File: src/rtl/btc_pkg.sv
package btc_pkg;

    // Block geometry and pixel packing.
    localparam int ROWS      = 4;
    localparam int COLS      = 4;
    localparam int PIX_W     = 8;
    localparam int ROW_W     = COLS * PIX_W;

    // Sum widths for the mean.
    localparam int SUM_ROW_W = PIX_W + 2;
    localparam int SUM_W     = SUM_ROW_W + 2;
    localparam int MEAN_W    = 8;
    localparam int MEAN_SHIFT = 4;

    // Squared difference widths for the deviation.
    localparam int SQ_W      = 2 * PIX_W;
    localparam int SQ_ROW_W  = SQ_W + 2;
    localparam int SQ_SUM_W  = SQ_ROW_W + 2;
    localparam int VAR_W     = SQ_SUM_W - MEAN_SHIFT;

    // Square root pipeline.
    localparam int ROOT_W          = VAR_W / 2;
    localparam int REM_W           = ROOT_W + 3;
    localparam int DEV_W           = 7;
    localparam int MAP_W           = ROWS * COLS;
    localparam int STEPS_PER_STAGE = 2;
    localparam int SQRT_STAGES     = ROOT_W / STEPS_PER_STAGE;

    // Results that ride alongside the square root pipeline.
    typedef struct packed {
        logic [MEAN_W-1:0] mean;
        logic [MAP_W-1:0]  bitmap;
    } btc_side_t;

    // Partial remainder and root of the digit-by-digit square root.
    typedef struct packed {
        logic [REM_W-1:0]  rem;
        logic [ROOT_W-1:0] root;
    } sqrt_state_t;

    // One radix-4 step of the restoring square root: bring in two bits,
    // try to subtract 4*root+1, and shift one root bit in.
    function automatic sqrt_state_t sqrt_step(sqrt_state_t s, logic [1:0] pair);
        logic [REM_W-1:0] cur;
        logic [REM_W-1:0] trial;
        sqrt_state_t      res;
        cur   = {s.rem[REM_W-3:0], pair};
        trial = {1'b0, s.root, 2'b01};
        if (cur >= trial) begin
            res.rem  = cur - trial;
            res.root = {s.root[ROOT_W-2:0], 1'b1};
        end
        else begin
            res.rem  = cur;
            res.root = {s.root[ROOT_W-2:0], 1'b0};
        end
        return res;
    endfunction

endpackage

File: src/rtl/btc_sum_lane.sv
module btc_sum_lane
    import btc_pkg::*;
(
    input  logic                 clk,
    input  logic [ROW_W-1:0]     row,
    output logic [SUM_ROW_W-1:0] row_sum
);

    logic [SUM_ROW_W-1:0] row_sum_reg;
    logic [SUM_ROW_W-1:0] row_sum_next;

    // Add the four pixels of one row.
    always_comb
    begin
        row_sum_next = '0;
        for (int c = 0; c < COLS; c++)
        begin
            row_sum_next = row_sum_next + SUM_ROW_W'(row[c*PIX_W +: PIX_W]);
        end
    end

    always_ff @(posedge clk)
    begin
        row_sum_reg <= row_sum_next;
    end

    assign row_sum = row_sum_reg;

endmodule

File: src/rtl/btc_dev_lane.sv
module btc_dev_lane
    import btc_pkg::*;
(
    input  logic                clk,
    input  logic [ROW_W-1:0]    row,
    input  logic [MEAN_W-1:0]   mean,
    output logic [SQ_ROW_W-1:0] sq_sum,
    output logic [COLS-1:0]     nibble
);

    logic [SQ_W-1:0]     sq_reg [COLS];
    logic [SQ_W-1:0]     sq_next [COLS];
    logic [COLS-1:0]     above_reg;
    logic [COLS-1:0]     above_next;
    logic [SQ_ROW_W-1:0] sq_sum_reg;
    logic [SQ_ROW_W-1:0] sq_sum_next;
    logic [COLS-1:0]     nibble_reg;

    // Absolute difference from the mean, its square, and the level bit.
    always_comb
    begin
        logic [PIX_W-1:0] px;
        logic [PIX_W-1:0] diff;
        for (int c = 0; c < COLS; c++)
        begin
            px            = row[c*PIX_W +: PIX_W];
            above_next[c] = (px > mean);
            diff          = above_next[c] ? (px - mean) : (mean - px);
            sq_next[c]    = SQ_W'(diff) * SQ_W'(diff);
        end
    end

    // Sum the registered squares of the row.
    always_comb
    begin
        sq_sum_next = '0;
        for (int c = 0; c < COLS; c++)
        begin
            sq_sum_next = sq_sum_next + SQ_ROW_W'(sq_reg[c]);
        end
    end

    always_ff @(posedge clk)
    begin
        for (int c = 0; c < COLS; c++)
        begin
            sq_reg[c] <= sq_next[c];
        end
        above_reg  <= above_next;
        sq_sum_reg <= sq_sum_next;
        nibble_reg <= above_reg;
    end

    assign sq_sum = sq_sum_reg;
    assign nibble = nibble_reg;

endmodule

File: src/rtl/btc_sqrt_pipe.sv
module btc_sqrt_pipe
    import btc_pkg::*;
(
    input  logic             clk,
    input  logic             rst_n,
    input  logic             in_valid,
    input  logic [VAR_W-1:0] in_var,
    input  btc_side_t        in_side,
    output logic             out_valid,
    output logic [DEV_W-1:0] out_dev,
    output btc_side_t        out_side
);

    logic [SQRT_STAGES-1:0] valid_reg;
    sqrt_state_t            st_reg   [SQRT_STAGES];
    logic [VAR_W-1:0]       var_reg  [SQRT_STAGES];
    btc_side_t              side_reg [SQRT_STAGES];
    sqrt_state_t            st_next  [SQRT_STAGES];

    // Each stage resolves two root bits.
    for (genvar k = 0; k < SQRT_STAGES; k++)
    begin : g_stage
        sqrt_state_t      src_st;
        logic [VAR_W-1:0] src_var;

        if (k == 0)
        begin : g_first
            assign src_st  = '0;
            assign src_var = in_var;
        end
        else
        begin : g_rest
            assign src_st  = st_reg[k-1];
            assign src_var = var_reg[k-1];
        end

        always_comb
        begin
            sqrt_state_t s;
            s = src_st;
            for (int j = 0; j < STEPS_PER_STAGE; j++)
            begin
                s = sqrt_step(s, src_var[VAR_W-1-2*(STEPS_PER_STAGE*k+j) -: 2]);
            end
            st_next[k] = s;
        end
    end

    // Stage valids are control state; the data path needs no reset.
    always_ff @(posedge clk or negedge rst_n)
    begin
        if (!rst_n)
        begin
            valid_reg <= '0;
        end
        else
        begin
            valid_reg <= {valid_reg[SQRT_STAGES-2:0], in_valid};
        end
    end

    always_ff @(posedge clk)
    begin
        for (int k = 0; k < SQRT_STAGES; k++)
        begin
            st_reg[k] <= st_next[k];
        end
        var_reg[0]  <= in_var;
        side_reg[0] <= in_side;
        for (int k = 1; k < SQRT_STAGES; k++)
        begin
            var_reg[k]  <= var_reg[k-1];
            side_reg[k] <= side_reg[k-1];
        end
    end

    assign out_valid = valid_reg[SQRT_STAGES-1];
    assign out_dev   = st_reg[SQRT_STAGES-1].root[DEV_W-1:0];
    assign out_side  = side_reg[SQRT_STAGES-1];

endmodule

File: src/rtl/btc_block_encoder_4x4_top.sv
// Block truncation coding encoder for 4x4 blocks of 8-bit pixels. A block is
// transferred when start is high; busy is always low, so a new block may be
// given on every clock cycle. Each block passes nine register stages (two lane
// stages for the mean, three for the squared differences, four for the square
// root), and its result is marked by a one-cycle done pulse.
// The receiver cannot stall: the result is on block_mean, block_deviation and
// level_bitmap only during the cycle that done is high, and results leave in
// the order the blocks came in, one per cycle at most.
module btc_block_encoder_4x4_top
    import btc_pkg::*;
(
    input  logic              clk,
    input  logic              rst_n,
    input  logic              start,
    output logic              busy,
    input  logic [ROW_W-1:0]  row0_pixels,
    input  logic [ROW_W-1:0]  row1_pixels,
    input  logic [ROW_W-1:0]  row2_pixels,
    input  logic [ROW_W-1:0]  row3_pixels,
    output logic              done,
    output logic [MEAN_W-1:0] block_mean,
    output logic [DEV_W-1:0]  block_deviation,
    output logic [MAP_W-1:0]  level_bitmap
);

    localparam int FRONT_STAGES = 5;

    logic [ROW_W-1:0]     rows_in [ROWS];
    logic [ROW_W-1:0]     pix_s1_reg [ROWS];
    logic [ROW_W-1:0]     pix_s2_reg [ROWS];
    logic [SUM_ROW_W-1:0] row_sum [ROWS];
    logic [SQ_ROW_W-1:0]  sq_row_sum [ROWS];
    logic [COLS-1:0]      nibble [ROWS];
    logic [SUM_W-1:0]     total_next;
    logic [SQ_SUM_W-1:0]  sq_total_next;
    logic [MAP_W-1:0]     bitmap_next;
    logic [MEAN_W-1:0]    mean_s2_reg;
    logic [MEAN_W-1:0]    mean_s3_reg;
    logic [MEAN_W-1:0]    mean_s4_reg;
    logic [VAR_W-1:0]     var_s5_reg;
    btc_side_t            side_s5_reg;
    logic [FRONT_STAGES-1:0] valid_reg;
    btc_side_t            out_side;

    // The block never holds off a transfer.
    assign busy = 1'b0;

    assign rows_in[0] = row0_pixels;
    assign rows_in[1] = row1_pixels;
    assign rows_in[2] = row2_pixels;
    assign rows_in[3] = row3_pixels;

    // Row lanes: pixel sums, then squared differences and level bits.
    for (genvar r = 0; r < ROWS; r++)
    begin : g_lane
        btc_sum_lane u_sum_lane (
            .clk     (clk),
            .row     (rows_in[r]),
            .row_sum (row_sum[r])
        );

        btc_dev_lane u_dev_lane (
            .clk    (clk),
            .row    (pix_s2_reg[r]),
            .mean   (mean_s2_reg),
            .sq_sum (sq_row_sum[r]),
            .nibble (nibble[r])
        );
    end

    // Merge the row sums into the block sum.
    always_comb
    begin
        total_next = '0;
        for (int r = 0; r < ROWS; r++)
        begin
            total_next = total_next + SUM_W'(row_sum[r]);
        end
    end

    // Merge the row squared sums and the level bits.
    always_comb
    begin
        sq_total_next = '0;
        for (int r = 0; r < ROWS; r++)
        begin
            sq_total_next = sq_total_next + SQ_SUM_W'(sq_row_sum[r]);
            bitmap_next[r*COLS +: COLS] = nibble[r];
        end
    end

    // Transfer valids move down the front pipeline.
    always_ff @(posedge clk or negedge rst_n)
    begin
        if (!rst_n)
        begin
            valid_reg <= '0;
        end
        else
        begin
            valid_reg <= {valid_reg[FRONT_STAGES-2:0], start};
        end
    end

    always_ff @(posedge clk)
    begin
        for (int r = 0; r < ROWS; r++)
        begin
            pix_s1_reg[r] <= rows_in[r];
            pix_s2_reg[r] <= pix_s1_reg[r];
        end
        mean_s2_reg        <= total_next[SUM_W-1:MEAN_SHIFT];
        mean_s3_reg        <= mean_s2_reg;
        mean_s4_reg        <= mean_s3_reg;
        var_s5_reg         <= sq_total_next[SQ_SUM_W-1:MEAN_SHIFT];
        side_s5_reg.mean   <= mean_s4_reg;
        side_s5_reg.bitmap <= bitmap_next;
    end

    // Deviation from the mean squared difference.
    btc_sqrt_pipe u_sqrt_pipe (
        .clk       (clk),
        .rst_n     (rst_n),
        .in_valid  (valid_reg[FRONT_STAGES-1]),
        .in_var    (var_s5_reg),
        .in_side   (side_s5_reg),
        .out_valid (done),
        .out_dev   (block_deviation),
        .out_side  (out_side)
    );

    assign block_mean   = out_side.mean;
    assign level_bitmap = out_side.bitmap;

endmodule

File: config.mk
export PLATFORM = sky130hd
export DESIGN_NAME = btc_block_encoder_4x4_top
export DESIGN_NICKNAME = d
export VERILOG_FILES = /design/src/rtl/btc_pkg.sv /design/src/rtl/btc_sum_lane.sv /design/src/rtl/btc_dev_lane.sv /design/src/rtl/btc_sqrt_pipe.sv /design/src/rtl/btc_block_encoder_4x4_top.sv
export SDC_FILE = /design/constraint.sdc
export NUM_CORES = 2
export LEC_CHECK = 0
export CORE_UTILIZATION = 30
export CTS_CLUSTER_DIAMETER = 80
export DETAILED_ROUTE_END_ITERATION = 8
export DONT_BUFFER_PORTS = 1
export GPL_TIMING_DRIVEN = 0
export PLACE_DENSITY = 0.45
export SYNTH_ARGS = -nofsm -noshare
export SYNTH_HDL_FRONTEND = slang
export SYNTH_HIERARCHICAL = 1
export SYNTH_SLANG_ARGS = --single-unit
File: constraint.sdc
create_clock -name clk -period 9.65 [get_ports clk]
set_input_delay 1.93 -clock clk [delete_from_list [all_inputs] [get_ports clk]]
set_output_delay 1.93 -clock clk [all_outputs]
set_load 0.03 [all_outputs]
==> results.tsv <==
stage	metric	value	unit
run_status	outcome	completed	
floorplanning	dieArea	0.226	sq mm
timing	hold_slack	319	ps
timing	finalCriticalPeriod	7820	ps
cts	cts_tree	built	
global_routing	antenna_found_initial	16	
route	drtAntennaViolNets	0	
global_routing	grt_pass1_wl	260000	um
global_routing	grt_pass1_vias	46798	
cts	post_cts_buffers	0	
yosys	synth_edf_count	0	
timing	fmax	128	MHz
place	hpwl	137000	um
yosys	synthCells	6816	
floorplanning	row_count	173	
cells_and_area	final_core_util	0.339	
yosys	synth_top_area_share	0.258	
floorplanning	initial_core_util	0.302	
cells_and_area	layout-drive-gt1-share	0.0811	
cts	clock_latency	750	ps
global_routing	globalRouteOverflowTotal	0	
yosys	synth-compound-area-share	0.119	
cells_and_area	fin_nets	8638	
cells_and_area	multi_input_area	0.0447	sq mm
place	gp_congestion	0.817	
timing	slew_viol_final	0	
route	avgViaCountPerCell	4.48	
cells_and_area	largest_reg_flops	240	
floorplanning	core	0.223	sq mm
cts	cts-resized-gates	0	
route	first_pass_iters	5	
yosys	yosys_warnings	6	
yosys	synth_top_family_by_area	adder cells	
worst_setup_path	crit_fanout	9	
worst_setup_path	cp-end-kind	flip-flop	
yosys	synth_flop_cell	dfxtp_1	
worst_setup_path	crit_path_start_kind	flip-flop	
yosys	ys_ff_latch	877	
cts	cts_made_buffers	112	
cts	root_buffer	clkbuf_16	
timing	hold_violations	0	
yosys	yosysMostFrequentCell	inv_1	
yosys	ys_seq_area_frac	0.262	
worst_setup_path	cp.arrival	8490	ps
place	io_buffers	0	
floorplanning	die_h	475	um
global_routing	grt_max_degree	23	
route	wl	163000	um
cts	postCtsHoldBufs	0	
timing	setup_violations	0	
worst_setup_path	cp.required	10320	ps
floorplanning	io_pins	164	
route	wl_per_cell	16.3	um
timing	worst_pin_slew	1450	ps
yosys	async_reset_ff_frac	0.0103	
route	drt_iter0_markers	1946	
timing	fin_crit_sh	0.811	
worst_setup_path	path_class	reg2reg	
cells_and_area	n_fill_cell	22953	
cts	cts.clk_slew.worst_paths	60	ps
yosys	synth_cell_types	115	
timing	setup_tns	0	ps
global_routing	grt_util_all_layers	0.146	
worst_setup_path	regToRegSetupSlack	1830	ps
yosys	yosys-top-cells-count	inv_1 (1,142), ha_1 (920), dfxtp_1 (868), fa_1 (646), nor2_1 (604)	
yosys	synth_area_leaders	dfxtp_1 (26%), fa_1 (19%), ha_1 (17%)	
cells_and_area	areaGrowthSynthToFinish	12.1	%
route	drcViolationCount	0	
cts	cts_buffer_depth	3	
timing	slew_headroom	0.0316	
yosys	synth_fa_ha_area_frac	0.364	
yosys	synth_simple_gate_area_frac	0.0972	
worst_hold_path	hp-class	reg2reg	
timing	rsz0062_at_grt	no	
cts	cts_sinks	877	
yosys	avgSynthCellArea	9.86	sq um
yosys	synthMuxAreaShare	0.0201	
floorplanning	die_w	475	um
yosys	synth_top_cell_by_area	dfxtp_1	
yosys	synthXorXnorAreaFrac	0.0646	
cts	h-tree-depth	3	
cells_and_area	layout.area.seq	0.0176	sq mm
route	dr_total_vias	44926	
run	drv_cap	0	
timing	skew	47.5	ps
yosys	syn_area	0.0672	sq mm
[worst max-delay path, cell delays in order, from the launching register on]
cell and delay [ps]:
dfxtp_1 830, inv_1 350, ha_1 510, nand4_1 140, nor2_1 300, nor2_1 220
nor2_2 400, mux2i_1 290, xor2_1 1060, or2_2 280, fa_1 410, inv_1 110
fa_1 450, fa_1 550, inv_1 50, fa_1 530, inv_1 40, ha_1 260
a2111o_1 420, a31o_2 240, a21oi_1 170, xnor2_1 130
[metal layers]
layer  vias up  track usage  share of wire
met5         -            0       0.000080
met4         2       0.0400          0.022
met3       174       0.0231          0.039
met2       594        0.235           0.45
met1     21585        0.202           0.49
li1      22571            -              -
[through the flow]
stage / setup slack [ps] / area (sq um) / std cells
floorplan: 2070 / 67200 / 6820
global placement: -858 / 71000 / 9795
detailed placement: 1850 / 71100 / 9802
CTS: 1820 / 75300 / 10012
global route: 1410 / 75300 / 10017
finish: 1830 / 75300 / 10020
[cell usage in the layout, fill, tap and decap left out, types with 41 or more instances in the layout]
| cell type | instances |
|---|---|
| a21o_1 | 190 |
| inv_1 | 1142 |
| nand2_1 | 176 |
| a21oi_1 | 386 |
| dfxtp_1 | 861 |
| or2_2 | 69 |
| xor2_1 | 131 |
| nor2b_1 | 41 |
| ha_1 | 920 |
| o21ai_0 | 147 |
| xnor2_1 | 297 |
| nand3_1 | 51 |
| fa_1 | 646 |
| clkbuf_16 | 114 |
| o21bai_1 | 60 |
| o21a_1 | 50 |
| mux2i_1 | 87 |
| nand2b_1 | 61 |
| clkbuf_1 | 58 |
| nor2_1 | 604 |
| nor3_1 | 87 |
| nand4_1 | 49 |
[path summary, 6_finish.rpt]
kind | startpoint | to | cells past startpoint
min in group asynchronous | rst_n | u_sqrt_pipe/valid_reg[2]$_DFF_PN0_ | 0
worst min register to register | mean_s4_reg[1]$_DFF_P_ | side_s5_reg[17]$_DFF_P_ | 0
worst max-delay path | mean_s2_reg[7]$_DFF_P_ | g_lane[2].u_dev_lane/sq_reg[3][12]$_DFF_P_ | 21
max in group asynchronous | rst_n | u_sqrt_pipe/valid_reg[0]$_DFF_PN0_ | 0
worst max register to register | mean_s2_reg[7]$_DFF_P_ | g_lane[2].u_dev_lane/sq_reg[3][12]$_DFF_P_ | 21
worst min-delay path | mean_s4_reg[1]$_DFF_P_ | side_s5_reg[17]$_DFF_P_ | 0
[area by class of cell]
| class | instances | area share |
|---|---|---|
| multi-input cells | 4674 | 0.593 |
| flip-flops and latches | 877 | 0.234 |
| inverters | 1156 | 0.0576 |
| well taps | 2975 | 0.0494 |
| clock buffers | 146 | 0.0420 |
| clock inverters | 64 | 0.0134 |
| plain buffers | 113 | 0.00809 |
| repair buffers | 7 | 0.00206 |
| diodes | 8 | 0.000266 |
[kinds of logic after synthesis]
kind of cell,count (synthesis)
buffers and inverters,1269
and+or+nand+nor,1349
other,9
AOI/OAI and AO/OA,1165
adders and majority gates,1566
xor gates and xnor gates,460
muxes,121
DFF,877
Power is not shown: default switching activity piles up to over one toggle a cycle in this logic, so the estimate is an artifact.
